[src/scc_pkg.sv]
// Shared constants and types for the serial cluster covariance block.
// No dependencies.
package scc_pkg;
  localparam int DefMaxObs = 1024;
  localparam int DefMaxCov = 8;
  localparam int FieldW = 16;
  localparam int AccW = 64;

  localparam logic [0:0] CFG_CUTOFF = 1'b0;
  localparam logic [0:0] CFG_NUMCOV = 1'b1;

  typedef struct packed {
    logic load;      // store the input word
    logic clr_acc;   // clear flags at the end of a set
    logic rd_i;      // read observation i
    logic rd_j;      // read observation j
    logic acc_en;    // accumulate the current product
    logic emit;      // current entry taken by the receiver
  } scc_cmd_t;

  typedef struct packed {
    logic pair_ok;   // i and j pair
    logic full;      // store holds MAX_OBS words
  } scc_sts_t;
endpackage

[src/scc_ctrl.sv]
// Controller: load counter, pair walk over (i,j,a,b), drain and emit.
// Depends on scc_pkg.
module scc_ctrl #(
  parameter int MaxObs = scc_pkg::DefMaxObs,
  parameter int MaxCov = scc_pkg::DefMaxCov,
  localparam int AW = $clog2(MaxObs),
  localparam int CW = (MaxCov > 1) ? $clog2(MaxCov) : 1
) (
  input  logic              clk,
  input  logic              rst_n,
  input  logic              in_fire,
  input  logic              in_last,
  input  logic [3:0]        numcov,
  input  scc_pkg::scc_sts_t sts,
  output scc_pkg::scc_cmd_t cmd,
  output logic [AW:0]       count,
  output logic [AW-1:0]     idx_i,
  output logic [AW-1:0]     idx_j,
  output logic [CW-1:0]     acc_a,
  output logic [CW-1:0]     acc_b,
  output logic [CW-1:0]     out_a,
  output logic [CW-1:0]     out_b,
  output logic [CW-1:0]     rd_a,
  output logic [CW-1:0]     rd_b,
  output logic              in_ready,
  output logic              out_valid,
  output logic              out_last,
  input  logic              out_ready,
  output logic              drop_set
);
  import scc_pkg::*;

  localparam logic [2:0] S_LOAD = 3'd0, S_RDI = 3'd1, S_RDJ = 3'd2,
                         S_WAIT = 3'd3, S_MAC = 3'd4, S_DRAIN = 3'd5,
                         S_EMIT = 3'd6;

  logic [2:0]    state_r, state_nxt;
  logic [AW:0]   count_r, i_r, j_r;
  logic [CW-1:0] a_r, b_r;
  logic [1:0]    wait_r;
  logic [CW:0]   k;

  always_comb begin
    if (numcov == 4'd0) k = (CW+1)'(1);
    else if (numcov > 4'(MaxCov)) k = (CW+1)'(MaxCov);
    else k = (CW+1)'(numcov);
  end

  assign in_ready  = (state_r == S_LOAD);
  assign out_valid = (state_r == S_EMIT);
  assign count = count_r;
  assign idx_i = i_r[AW-1:0];
  assign idx_j = j_r[AW-1:0];
  assign acc_a = a_r; assign acc_b = b_r;
  assign out_a = a_r; assign out_b = b_r;
  assign out_last = ((CW+1)'(a_r) == k - 1'b1) && ((CW+1)'(b_r) == k - 1'b1);
  assign drop_set = in_fire && sts.full;

  // registered sum read: fetch the entry that is shown next cycle
  always_comb begin
    rd_a = a_r;
    rd_b = b_r;
    if (state_r == S_EMIT && out_ready && !out_last) begin
      if ((CW+1)'(b_r) == k - 1'b1) begin
        rd_a = a_r + 1'b1;
        rd_b = '0;
      end else begin
        rd_b = b_r + 1'b1;
      end
    end
  end

  logic last_ab;
  assign last_ab = out_last;

  always_comb begin
    cmd = '0;
    cmd.load   = in_fire && !sts.full;
    cmd.rd_i   = (state_r == S_RDI);
    cmd.rd_j   = (state_r == S_RDJ);
    cmd.acc_en = (state_r == S_MAC) && sts.pair_ok;
    cmd.emit   = out_valid && out_ready;
    cmd.clr_acc = out_valid && out_ready && out_last;
    state_nxt = state_r;
    case (state_r)
      S_LOAD:  if (in_fire && in_last)
                 state_nxt = (count_r == '0 && sts.full) ? S_DRAIN :
                             ((count_r + (cmd.load ? 1'b1 : 1'b0)) == '0) ? S_DRAIN : S_RDI;
      S_RDI:   state_nxt = S_RDJ;
      S_RDJ:   state_nxt = S_WAIT;
      S_WAIT:  if (wait_r == 2'd1) state_nxt = S_MAC;
      S_MAC:   if (!sts.pair_ok || last_ab) begin
                 if (j_r + 1'b1 == count_r)
                   state_nxt = (i_r + 1'b1 == count_r) ? S_DRAIN : S_RDI;
                 else
                   state_nxt = S_RDJ;
               end
      S_DRAIN: if (wait_r == 2'd3) state_nxt = S_EMIT;
      S_EMIT:  if (out_ready && out_last) state_nxt = S_LOAD;
      default: state_nxt = S_LOAD;
    endcase
  end

  always_ff @(posedge clk) begin
    if (!rst_n) begin
      state_r <= S_LOAD;
      count_r <= '0;
      i_r <= '0; j_r <= '0; a_r <= '0; b_r <= '0; wait_r <= '0;
    end else begin
      state_r <= state_nxt;
      wait_r  <= (state_r == state_nxt) ? wait_r + 1'b1 : 2'd0;
      case (state_r)
        S_LOAD: begin
          if (cmd.load) count_r <= count_r + 1'b1;
          i_r <= '0; j_r <= '0; a_r <= '0; b_r <= '0;
        end
        S_MAC: begin
          if (!sts.pair_ok || last_ab) begin
            a_r <= '0; b_r <= '0;
            if (j_r + 1'b1 == count_r) begin
              j_r <= '0;
              i_r <= i_r + 1'b1;
            end else begin
              j_r <= j_r + 1'b1;
            end
          end else if ((CW+1)'(b_r) == k - 1'b1) begin
            b_r <= '0; a_r <= a_r + 1'b1;
          end else begin
            b_r <= b_r + 1'b1;
          end
        end
        S_DRAIN: begin a_r <= '0; b_r <= '0; end
        S_EMIT: if (out_ready) begin
          if (out_last) begin
            count_r <= '0;
            a_r <= '0; b_r <= '0;
          end else begin
            a_r <= rd_a; b_r <= rd_b;
          end
        end
        default: ;
      endcase
    end
  end

  assert property (@(posedge clk) disable iff (!rst_n)
    in_ready |-> !out_valid) else $error("load and emit overlap");
  assert property (@(posedge clk) disable iff (!rst_n)
    count_r <= (AW+1)'(MaxObs)) else $error("count beyond capacity");
  assert property (@(posedge clk) disable iff (!rst_n)
    (out_valid && out_ready && out_last) |=> in_ready) else $error("no return to load");
endmodule

[config.mk]
export PLATFORM = sky130hd
export DESIGN_NAME = scc_ctrl
export DESIGN_NICKNAME = d
export VERILOG_FILES = /design/src/scc_pkg.sv /design/src/scc_ctrl.sv
export SDC_FILE = /design/constraint.sdc
export NUM_CORES = 1
export LEC_CHECK = 0
export CAP_MARGIN = 20
export CELL_PAD_IN_SITES_DETAIL_PLACEMENT = 1
export CELL_PAD_IN_SITES_GLOBAL_PLACEMENT = 1
export CORE_MARGIN = 1.5
export CORE_UTILIZATION = 40
export DETAILED_ROUTE_END_ITERATION = 6
export DONT_BUFFER_PORTS = 1
export PLACE_DENSITY = 0.74
export SLEW_MARGIN = 20
export SYNTH_ARGS = -nofsm -noshare
export SYNTH_HDL_FRONTEND = slang
export SYNTH_SLANG_ARGS = --single-unit
[constraint.sdc]
create_clock -name clk -period 4.1 [get_ports clk]
set_input_delay 0.82 -clock clk [delete_from_list [all_inputs] [get_ports clk]]
set_output_delay 0.82 -clock clk [all_outputs]
set_load 0.005 [all_outputs]
Word-level counts from Yosys, hierarchy flattened
Index checks and enable logic that the tools add are counted.
- input port bits: 11
- logic and storage cells: 96
- ROM bits: 0
- latch bits: 0
- register bits: 44
- memory bits (writable): 0
- memories kept: 0
- output and inout bits: 59
- $lt $le $gt $ge: 1
- div/mod/pow operators: 0
- reduce and logical (&&, ||, !) cells: 27
- equal/unequal tests: 18
- add/subtract/negate cells: 8
- bitwise gates (word level): 0
- shifts and indexed selects: 0
- multiply operators: 0
- mux-type cells: 35
- operator list (cell ; number):
    two-way mux 11 bit ; 7
    one-hot mux 11 bit (2 select lines) ; 3
    two-way mux 3 bit ; 19
    adder 11 x 1 -> 11 bit (second input constant) ; 3
    == test 11 bit ; 2
    logical NOT 11 bit ; 2
    one-hot mux 3 bit (7 select lines) ; 1
    one-hot mux 3 bit (3 select lines) ; 2
    adder 11 x 1 -> 11 bit ; 1
    logical AND 1 bit ; 10
    == test 3 bit (second input constant) ; 3
    == test 3 x 4 -> 1 bit ; 2
    two-way mux 4 bit ; 2
    inequality test 2 x 1 -> 1 bit (second input constant) ; 4
    adder 3 x 1 -> 3 bit (second input constant) ; 2
    == test 3 x 2 -> 1 bit (second input constant) ; 2
    AND reduction 2 bit ; 3
    greater-than comparator 4 bit (second input constant) ; 1
    logical NOT 4 bit ; 1
    AND reduction 4 bit ; 1
    nonzero test 2 bit ; 2
    subtractor 4 x 1 -> 4 bit (second input constant) ; 1
    == test 3 x 1 -> 1 bit (second input constant) ; 1
    == test 3 bit ; 1
    other kinds (11) ; 13

Depth between registers and ports, before layout
Gate-level depths: netlist of run 1.
- depth after elaboration: 12
- mapped depth: 12
- depth with buffers taken out: 11

Worst setup path before layout of run 1
Ideal clock, no wire load.
- path kind: in2out
- from: input numcov[2]
- to: output rd_a[1]
- buffers on the path: 0
- arrival: 2.809 ns
- data required time: 3.280 ns
- stages on the path: 11
- slack: 0.471 ns
- cell sequence: o21ba_2 nor2_1 inv_1 ha_1 xnor3_1 nand2_1 or2_2 inv_1 nor2_1 nand2_1 mux2_2
- cells in the longest elaborated chain, start to end: 9
- elaborated cells on any way between the ends: 12
- classes of those cells: add/sub (1); order compare (1); eq/ne (2); mux (4); reduce/logical (4)
- ends and longest elaborated chain (what ; RTL line ; text):
    from (decl) ; scc_ctrl.sv:13 ; input logic [3:0] numcov,
    greater-than comparator 4 bit ; scc_ctrl.sv:45 ; else if (numcov > 4'(MaxCov)) k = (CW+1)'(MaxCov);
    two-way mux 4 bit ; scc_ctrl.sv:45 ;
    two-way mux 4 bit * ; scc_ctrl.sv:44 ; if (numcov == 4'd0) k = (CW+1)'(1);
    subtractor 4 x 1 -> 4 bit * ; scc_ctrl.sv:56 ; assign out_last = ((CW+1)'(a_r) == k - 1'b1) && ((CW+1)'(b_r) == k - 1'b1);
    == test 3 x 4 -> 1 bit ; scc_ctrl.sv:56 ;
    logical AND 1 bit * ; scc_ctrl.sv:56 ;
    via out_last ; scc_ctrl.sv:27 ; output logic out_last,
    logical NOT 1 bit * ; scc_ctrl.sv:63 ; if (state_r == S_EMIT && out_ready && !out_last) begin
    logical AND 1 bit * ; scc_ctrl.sv:63 ;
    two-way mux 3 bit * ; scc_ctrl.sv:63 ;
    to (decl) ; scc_ctrl.sv:23 ; output logic [CW-1:0] rd_a,
Mark *: on every way through the listed nets, which the timed path passes. The rest lies on a longest branch.

Worst setup path after layout of run 1
- from: input numcov[2]
- to: output rd_a[1]
- cells in the longest elaborated chain, start to end: 9
- elaborated cells on any way between the ends: 12
- classes of those cells: add/sub (1); order compare (1); eq/ne (2); mux (4); reduce/logical (4)
- ends and longest elaborated chain (what ; RTL line):
    greater-than comparator 4 bit ; scc_ctrl.sv:45
    two-way mux 4 bit ; scc_ctrl.sv:45
    two-way mux 4 bit * ; scc_ctrl.sv:44
    subtractor 4 x 1 -> 4 bit * ; scc_ctrl.sv:56, scc_ctrl.sv:64
    == test 3 x 4 -> 1 bit (on tied branches) ; scc_ctrl.sv:56, scc_ctrl.sv:64
    logical AND 1 bit ; scc_ctrl.sv:56
    logical NOT 1 bit ; scc_ctrl.sv:63
    logical AND 1 bit ; scc_ctrl.sv:63
    two-way mux 3 bit * ; scc_ctrl.sv:63
Mark *: on every way between the ends. The rest lies on a longest branch, timed or not.

==> impl_metrics.toml, run 1 <==
[run_status]
status = "complete, but fails checks"
violations = "DRC"

[setup_path]
cp.arrival_ps = 2940
crit_chain = "o21ba_2 -> nor2_1 -> inv_1 -> ha_1 -> xnor3_1 -> nand2_1 -> or2_2 -> inv_1 -> nor2_1 -> nand2_1 -> mux2_2"
cp_top_family = "simple AND/OR/NAND/NOR gates"
ff2ff_setup_slack_ps = 630
start_kind = "input port"
max_stage_delay_ps = 370
critPathKind = "in2out"
cp.depth = 11
path_buf_inv = 2
required_ps = 3280
reg2reg_depth = 8
crit_fanout = 8
crit_path_top_delay_cell = "or2_2"
end_kind = "output port"

[logic_synthesis]
synth_seq_cells = 44
synth_top_area_cell = "dfxtp_1"
synth_warnings = 0
yosysSeqAreaShare_pct = 23.9
synth-main-ff-cell = "dfxtp_1"
synth_area_leaders = "dfxtp_1, xnor2_1, buf_4"
synth_edf_count = 0
avgSynthCellArea_um2 = 7.32
async_flop_share_pct = 0
syn_inst = 503
yosysUniqueCellTypes = 61
syn_area_um2 = 3680
yosys.area.top_type_share_pct = 23.9
synth_nets = 525

[timing]
maxSlewHeadroom_pct = 43.2
hold_ws_ps = 467
worst-slew-pin-transition_ps = 850
fin_skew_ps = 7.49
rsz0062_at_grt = "false"
fmax_ghz = 0.266
period_share_pct = 91.7
post-route-min-period_ps = 3760
slew_viol_final = 0
finalHoldViolCount = 0
setup_viol = 0
fin_ws_ps = 342
setup_tns_ps = 0

[routing]
drtIter0Drc = 120
routed_wl_um = 11300
ant_nets = 0
num_vias = 3550
vias_per_cell = 6.22
drt_first_pass_iters = 6
drt-wirelength-per-cell_um = 19.7
drc_errors = 3

[clock_network]
post_cts_buffers = 0
cts_buffer_depth = 2
holdBufCountCts = 0
cts.repair.resized = 0
insertion_delay_ps = 310
path_clk_slew_ps = 90
cts_root_buf = "clkbuf_8"
htree_levels = 2
numCtsBuffers = 5
cts_tree = "done"
clkSinkCount = 44

[floorplan]
start_util_pct = 41.8
std_cell_rows = 34
core_um2 = 8810
pin_count = 70
die_w_um = 99.0
dieArea_um2 = 9790
die_h_um = 99.0

[cells_and_area]
ff_latch_area_um2 = 881
diodes = 0
fin_area_um2 = 3710
drive_above_1_share_pct = 6.48
multi_input_area_um2 = 2410
fillers = 1121
fin_nets = 484
syn_to_final_growth_pct = 0.611

[power]
leakagePower_nw = 1.31
power_density_nw_per_um2 = 404
report.power.total_w = 0.00150
ir_drop_mv = 0.195

[global_route]
grt_max_degree = 26
grt_pass1_vias = 3634
grt-ovfl-total = 0
antenna_found_initial = 0
grt_usage_pct = 23.5
grt_pass1_wl_um = 18600

[place]
placed_cell_area_um2 = 3580
io_buffers = 0
hpwl_um = 8170
finalWeightedCongestion = 0.863
dp_slack_ps = 383

[worst_hold_path]
whs_path_depth = 1
min_path_type = "reg2reg"

[run]
drv_cap = 0
==> path summary, 6_finish.rpt <==
path,from,end
setup reg to reg,j_r[0],i_r[6]
hold reg to reg,wait_r[0],wait_r[0]
setup / recovery,numcov[2],rd_a[1]
hold / removal,wait_r[0],wait_r[0]
==> cell type report <==
| class | count | area share (%) |
|---|---|---|
| clock inverter | 2 | 1.05 |
| clock buffer | 6 | 2.23 |
| tap | 108 | 3.65 |
| inverter | 19 | 1.92 |
| multi-input combinational | 380 | 65.0 |
| timing repair buffer | 12 | 2.43 |
| sequential | 44 | 23.8 |
==> worst register-to-register path: cells and delay by family (launching register included) <==
family / cells / cell delay (ps)
AO/OA/AOI/OAI: 2 / 420
flip-flops: 1 / 500
AND/OR/NAND/NOR: 5 / 2100
adder cells (fa/ha/maj): 1 / 360
==> cells in the mapped netlist, drive strengths merged (3+ instances only) <==
master  instances
a211oi          5
a21o            4
a21oi          17
a31oi          14
and2            4
and3           13
buf            32
clkbuf         28
dfxtp          44
ha             11
inv            18
mux2i           3
nand2          45
nand2b          4
nand3          23
nand4          25
nor2           40
nor2b           6
nor3           24
nor4            6
o211ai          7
o21ai          27
o31ai           6
or2             3
or3            10
or4             4
xnor2          31
xor2           13
==> cell usage in the layout, fill, tap and decap left out, types with 7 or more instances in the layout <==
cell	n
nand2_1	45
nor3_1	21
buf_4	12
o211ai_1	7
nand3_1	23
inv_1	18
dfxtp_1	44
a21oi_1	17
a31oi_1	14
or3_1	10
and3_1	13
xor2_1	13
o21ai_0	25
ha_1	11
nor2_1	40
nand4_1	25
xnor2_1	31
==> sequential cells by signal, summed over array words and instances (netlist names) <==
signal   flops
count       11
i_r         11
j_r         11
acc_a        3
acc_b        3
wait_r       2
state_r      3
==> metrics by stage <==
stage	utilization, %	cells
4_1_cts	42.1	571
2_1_floorplan	-	503
3_5_place_dp	40.7	563
5_1_grt	42.1	571
3_3_place_gp	40.7	563
6_report	42.1	571
==> logic make-up after synthesis <==
| kind of cell | Yosys count | synth area share, % |
|---|---|---|
| simple gates | 215 | 30.0 |
| compound gates | 104 | 18.6 |
| buf+inv | 79 | 11.0 |
| xor+xnor | 46 | 11.7 |
| flops | 44 | 23.9 |
| fa+ha+maj | 11 | 3.74 |
| mux | 4 | 1.12 |
==> routing by layer <==
layer	vias to the layer above	wire [um]	track usage, %
met5	-	0	0
met4	0	133	6.37
met3	14	532	4.68
met2	83	5610	41.2
met1	1752	4990	29.4
li1	1701	-	-
==> where the power goes <==
group | switching [W] | leakage, nW | total (W) | internal (W)
sequential | 0.0000621 | 0.355 | 0.000518 | 0.000455
combinational | 0.000425 | 0.893 | 0.000606 | 0.000182
clock | 0.000173 | 0.0614 | 0.000372 | 0.000200
No activity file was read; power rests on OpenSTA's default activity.
==> run 2: changes to the inputs <==
Settings changed: CORE_UTILIZATION 40 to 45, PLACE_DENSITY 0.74 to 0.81.
==> run 2 against run 1 <==
The flow now finishes without violations; clock-buffer cell count shrank 1; sequential share of layout area is 0.24 points lower; sequential power barely moved; cell count shrank 0.88%.
==> impl_metrics.toml, run 2 (same netlist as run 1, synthesis figures left out) <==
[power]
power_density_nw_per_um2 = 433
ir_drop_mv = 0.211
leakagePower_nw = 1.33

[cells_and_area]
final_common_cell = "nand2_1"
layout.cells.non_filler = 566
fin_nets = 485
diodes = 0
syn_to_final_growth_pct = 1.63
ff_latch_area_um2 = 881
layout_common_cells = "nand2_1, dfxtp_1, nor2_1, xnor2_1"
fillers = 996
drive_above_1_share_pct = 6.68
fin_area_um2 = 3740
multi_input_area_um2 = 2410
postLayoutCoreUtil_pct = 47.9

[worst_hold_path]
min_path_type = "reg2reg"
min-delay-start = "wait_r[0]"

[floorplan]
pin_count = 70
dieArea_um2 = 8740
die_h_um = 93.5
start_util_pct = 47.2
core_um2 = 7810
die_w_um = 93.5
std_cell_rows = 32

[routing]
wl_met2_um = 5780
drtIter0Drc = 159
num_vias = 3602
top_layer_used = "met4"
drt_first_pass_iters = 4
routed_wl_um = 11500
wl_met3_um = 528
drt-wirelength-per-cell_um = 20.3
drc_errors = 0
ant_nets = 0
wl_met1_um = 4950
vias_per_cell = 6.36

[global_route]
grt-ovfl-total = 0
grt_usage_pct = 26.7
grt_pass1_wl_um = 18500
grt_max_degree = 26
antenna_found_initial = 0
grt_pass1_vias = 3686

[timing]
setup_tns_ps = 0
slew_viol_final = 0
finalHoldViolCount = 0
post-route-min-period_ps = 3760
fin_skew_ps = 6.25
maxSlewHeadroom_pct = 39.4
period_share_pct = 91.8
fin_ws_ps = 337
setup_viol = 0
worst-slew-pin-transition_ps = 903
fmax_ghz = 0.266
rsz0062_at_grt = "false"

[clock_network]
holdBufCountCts = 0
insertion_delay_ps = 300
clkSinkCount = 44
cts.repair.resized = 0
htree_levels = 2
cts_tree = "done"
post_cts_buffers = 0
cts_buffer_depth = 2
cts_root_buf = "clkbuf_8"
numCtsBuffers = 5
path_clk_slew_ps = 100

[setup_path]
critPathKind = "in2out"
cp_top_family = "simple AND/OR/NAND/NOR gates"
path_buf_inv = 2
crit_chain = "o21ba_2 -> nor2_1 -> inv_1 -> ha_1 -> xnor3_1 -> nand2_1 -> or2_2 -> inv_1 -> nor2_1 -> nand2_1 -> mux2_2"
r2r_start = "j_r[0]"
crit_path_top_delay_cell = "or2_2"
required_ps = 3280
end_kind = "output port"
start_kind = "input port"
cp.arrival_ps = 2940
worstSetupStartpoint = "numcov[2]"
crit_fanout = 8
max_stage_delay_ps = 360

[place]
finalWeightedCongestion = 0.847
place_inst = 558
io_buffers = 0
hpwl_um = 8260
placed_cell_area_um2 = 3580
dp_slack_ps = 338

[run_status]
status = "finished, final reports clean"

[run]
drv_cap = 0
## run 2: changes by cell type in the layout (fill, tap and decap cells not counted), sizes merged
cell	change
bufinv	+2
clkbuf	-1
buf	+1
clkinv	-1
## run 2: worst paths after layout
path,endpoint,slack [ps],cells after the start
setup / recovery,rd_a[1],340,11
hold / removal,wait_r[0],510,1
setup reg to reg,i_r[6],570,8
hold reg to reg,wait_r[0],510,1
## run 2: worst register-to-register path, cell delays in order, from the launching register on
cell     delay, ps
dfxtp_1        510
ha_1           380
nand2_1        190
or4_1          520
a32o_1         230
or4_4          450
or3_1          480
or4_1          520
a31oi_1        170
## run 2: layer usage
layer,GRT usage [%],vias up
met5,0,-
met4,9.60,0
met1,32.3,1774
met3,4.96,23
met2,46.7,98
li1,-,1707
## run 2: where the power goes
group | switching (W) | internal (W) | total (W)
registers | 0.0000632 | 0.000455 | 0.000519
logic | 0.000431 | 0.000191 | 0.000622
clock network | 0.000173 | 0.000305 | 0.000479
## run 2: cell type report
type                       count  area share, %
multi-input combinational    380           64.3
inverter                      19           1.91
timing repair buffer          13           2.61
clock buffer                   5           1.84
clock inverter                 3           2.41
tap                          102           3.41
sequential                    44           23.5
## run 2: metrics by stage
step | total power [W] | hold WS (ps)
floorplan | 0.000933 | 421
global placement | 0.00111 | 434
detailed placement | 0.00114 | 514
CTS | 0.00162 | 529
global route | 0.00170 | 539
finish | 0.00162 | 513
==> run 3: changes to the inputs <==
Settings changed: GPL_ROUTABILITY_DRIVEN set to 0.
Clock period 4.1 ns to 3.5 ns, I/O delays scaled along.
==> run 3 against run 2 <==
Worst hold slack got worse by 12 ps; cell area rose by 1.4%; sequential cell count is the same; clock-buffer cell count rose by 1; setup slack got worse by 200 ps; critical endpoint unchanged; critical path depth unchanged; global-route usage increased by 0.37 points.
==> impl_metrics.toml, run 3 (same netlist as run 1, synthesis figures left out) <==
[routing]
ant_nets = 0
num_vias = 3693
vias_per_cell = 6.40
drtIter0Drc = 152
routed_wl_um = 11700
drt-wirelength-per-cell_um = 20.3
drc_errors = 0
drt_first_pass_iters = 4

[clock_network]
htree_levels = 2
insertion_delay_ps = 300
post_cts_buffers = 0
cts_root_buf = "clkbuf_8"
cts_tree = "done"
cts_buffer_depth = 2
holdBufCountCts = 0
clkSinkCount = 44
path_clk_slew_ps = 90
cts.repair.resized = 0
numCtsBuffers = 5

[cells_and_area]
fin_nets = 496
diodes = 0
drive_above_1_share_pct = 9.47
ff_latch_area_um2 = 881
final_common_cell = "nand2_1"
syn_to_final_growth_pct = 3.06
multi_input_area_um2 = 2410
layout_common_cells = "nand2_1, dfxtp_1, nor2_1, xnor2_1"
fillers = 1017

[setup_path]
cp.arrival_ps = 2660
reg2reg_to = "i_r[6]"
crit_fanout = 3
reg2reg_depth = 8
required_ps = 2800
ff2ff_setup_slack_ps = 240
start_kind = "input port"
r2r_start = "j_r[1]"
critPathKind = "in2out"
end_kind = "output port"

[floorplan]
pin_count = 70
core_um2 = 7810
die_h_um = 93.5
std_cell_rows = 32
die_w_um = 93.5
start_util_pct = 47.2
dieArea_um2 = 8740

[timing]
slew_viol_final = 0
finalHoldViolCount = 0
fmax_ghz = 0.297
post-route-min-period_ps = 3360
worst-slew-pin-transition_ps = 779
rsz0062_at_grt = "false"
fin_skew_ps = 4.28
period_share_pct = 96.1
maxSlewHeadroom_pct = 48.0
setup_tns_ps = 0
setup_viol = 0

[worst_hold_path]
holdPathEnd = "wait_r[0]"
whs_path_depth = 1
min-delay-start = "wait_r[0]"
min_path_type = "reg2reg"

[global_route]
grt-ovfl-total = 0
antenna_found_initial = 0
grt_usage_pct = 27.1
grt_max_degree = 26
grt_pass1_vias = 3673
grt_pass1_wl_um = 18800

[power]
power_density_nw_per_um2 = 476
ir_drop_mv = 0.277
leakagePower_nw = 1.37
report.power.total_w = 0.00181

[place]
hpwl_um = 8660
io_buffers = 0

[run]
drv_cap = 0

[run_status]
status = "finished, final reports clean"
[run 3: changes by cell type in the layout (fill, tap and decap cells not counted)]
cell / before / now
nor2_1: 40 / 38
ha_1: 11 / 10
ha_2: 0 / 1
clkinv_4: 0 / 1
clkbuf_8: 5 / 6
buf_4: 13 / 24
nor2_2: 0 / 2
bufinv_16: 3 / 1
[run 3: per-stage QoR]
| stage | worst slack (ps) | area, um^2 | hold WS [ps] | utilization, % | std cells |
|---|---|---|---|---|---|
| 2_1_floorplan | 111 | 3680 | 421 | - | 503 |
| 3_3_place_gp | 213 | 3670 | 440 | 47.0 | 569 |
| 3_5_place_dp | 53.6 | 3670 | 487 | 47.0 | 569 |
| 4_1_cts | 46.8 | 3790 | 502 | 48.5 | 577 |
| 5_1_grt | 8.15 | 3800 | 498 | 48.6 | 577 |
| 6_report | 138 | 3800 | 501 | 48.6 | 577 |
[run 3: area by class of cell]
cell class / instances / area share (%)
Tap cell: 102 / 3.36
Clock inverter: 2 / 1.02
Timing Repair Buffer: 24 / 4.75
Clock buffer: 6 / 2.18
Sequential cell: 44 / 23.2
Inverter: 19 / 1.88
Multi-Input combinational cell: 380 / 63.6
[run 3: worst max-delay path by stage]
| stage | start | to | slack (ps) | depth (start not counted) |
|---|---|---|---|---|
| 2_1_floorplan | numcov[2] | rd_a[1] | 110 | 11 |
| 3_5_place_dp | numcov[2] | rd_a[1] | 50 | 11 |
| 5_1_grt | numcov[2] | rd_a[1] | 8 | 11 |
| 3_3_place_gp | numcov[2] | rd_a[1] | 210 | 11 |
| 6_report | numcov[2] | rd_a[1] | 140 | 11 |
| 4_1_cts | numcov[2] | rd_a[1] | 50 | 11 |
[run 3: power breakdown]
group | total, W | internal (W) | switching [W]
logic | 0.000760 | 0.000242 | 0.000518
registers | 0.000608 | 0.000534 | 0.0000748
clock network | 0.000438 | 0.000234 | 0.000204
total | 0.00181 | 0.00101 | 0.000797
[run 3: critical path, stage by stage]
cell and delay (ps):
o21ba_2 220, nor2_2 140, inv_1 70, ha_2 340, xor2_1 150, o211ai_1 120, or2_2 320, inv_1 80
nor2_1 70, nand2_1 100, mux2_2 350
[run 3: routing by layer]
layer / share of wire [%] / vias to the layer above / global-route usage, %
met5: 0 / - / 0
met4: 1.7 / 0 / 7.32
met3: 4.8 / 15 / 4.72
met2: 49 / 96 / 46.8
met1: 44 / 1858 / 34.3
li1: - / 1724 / -
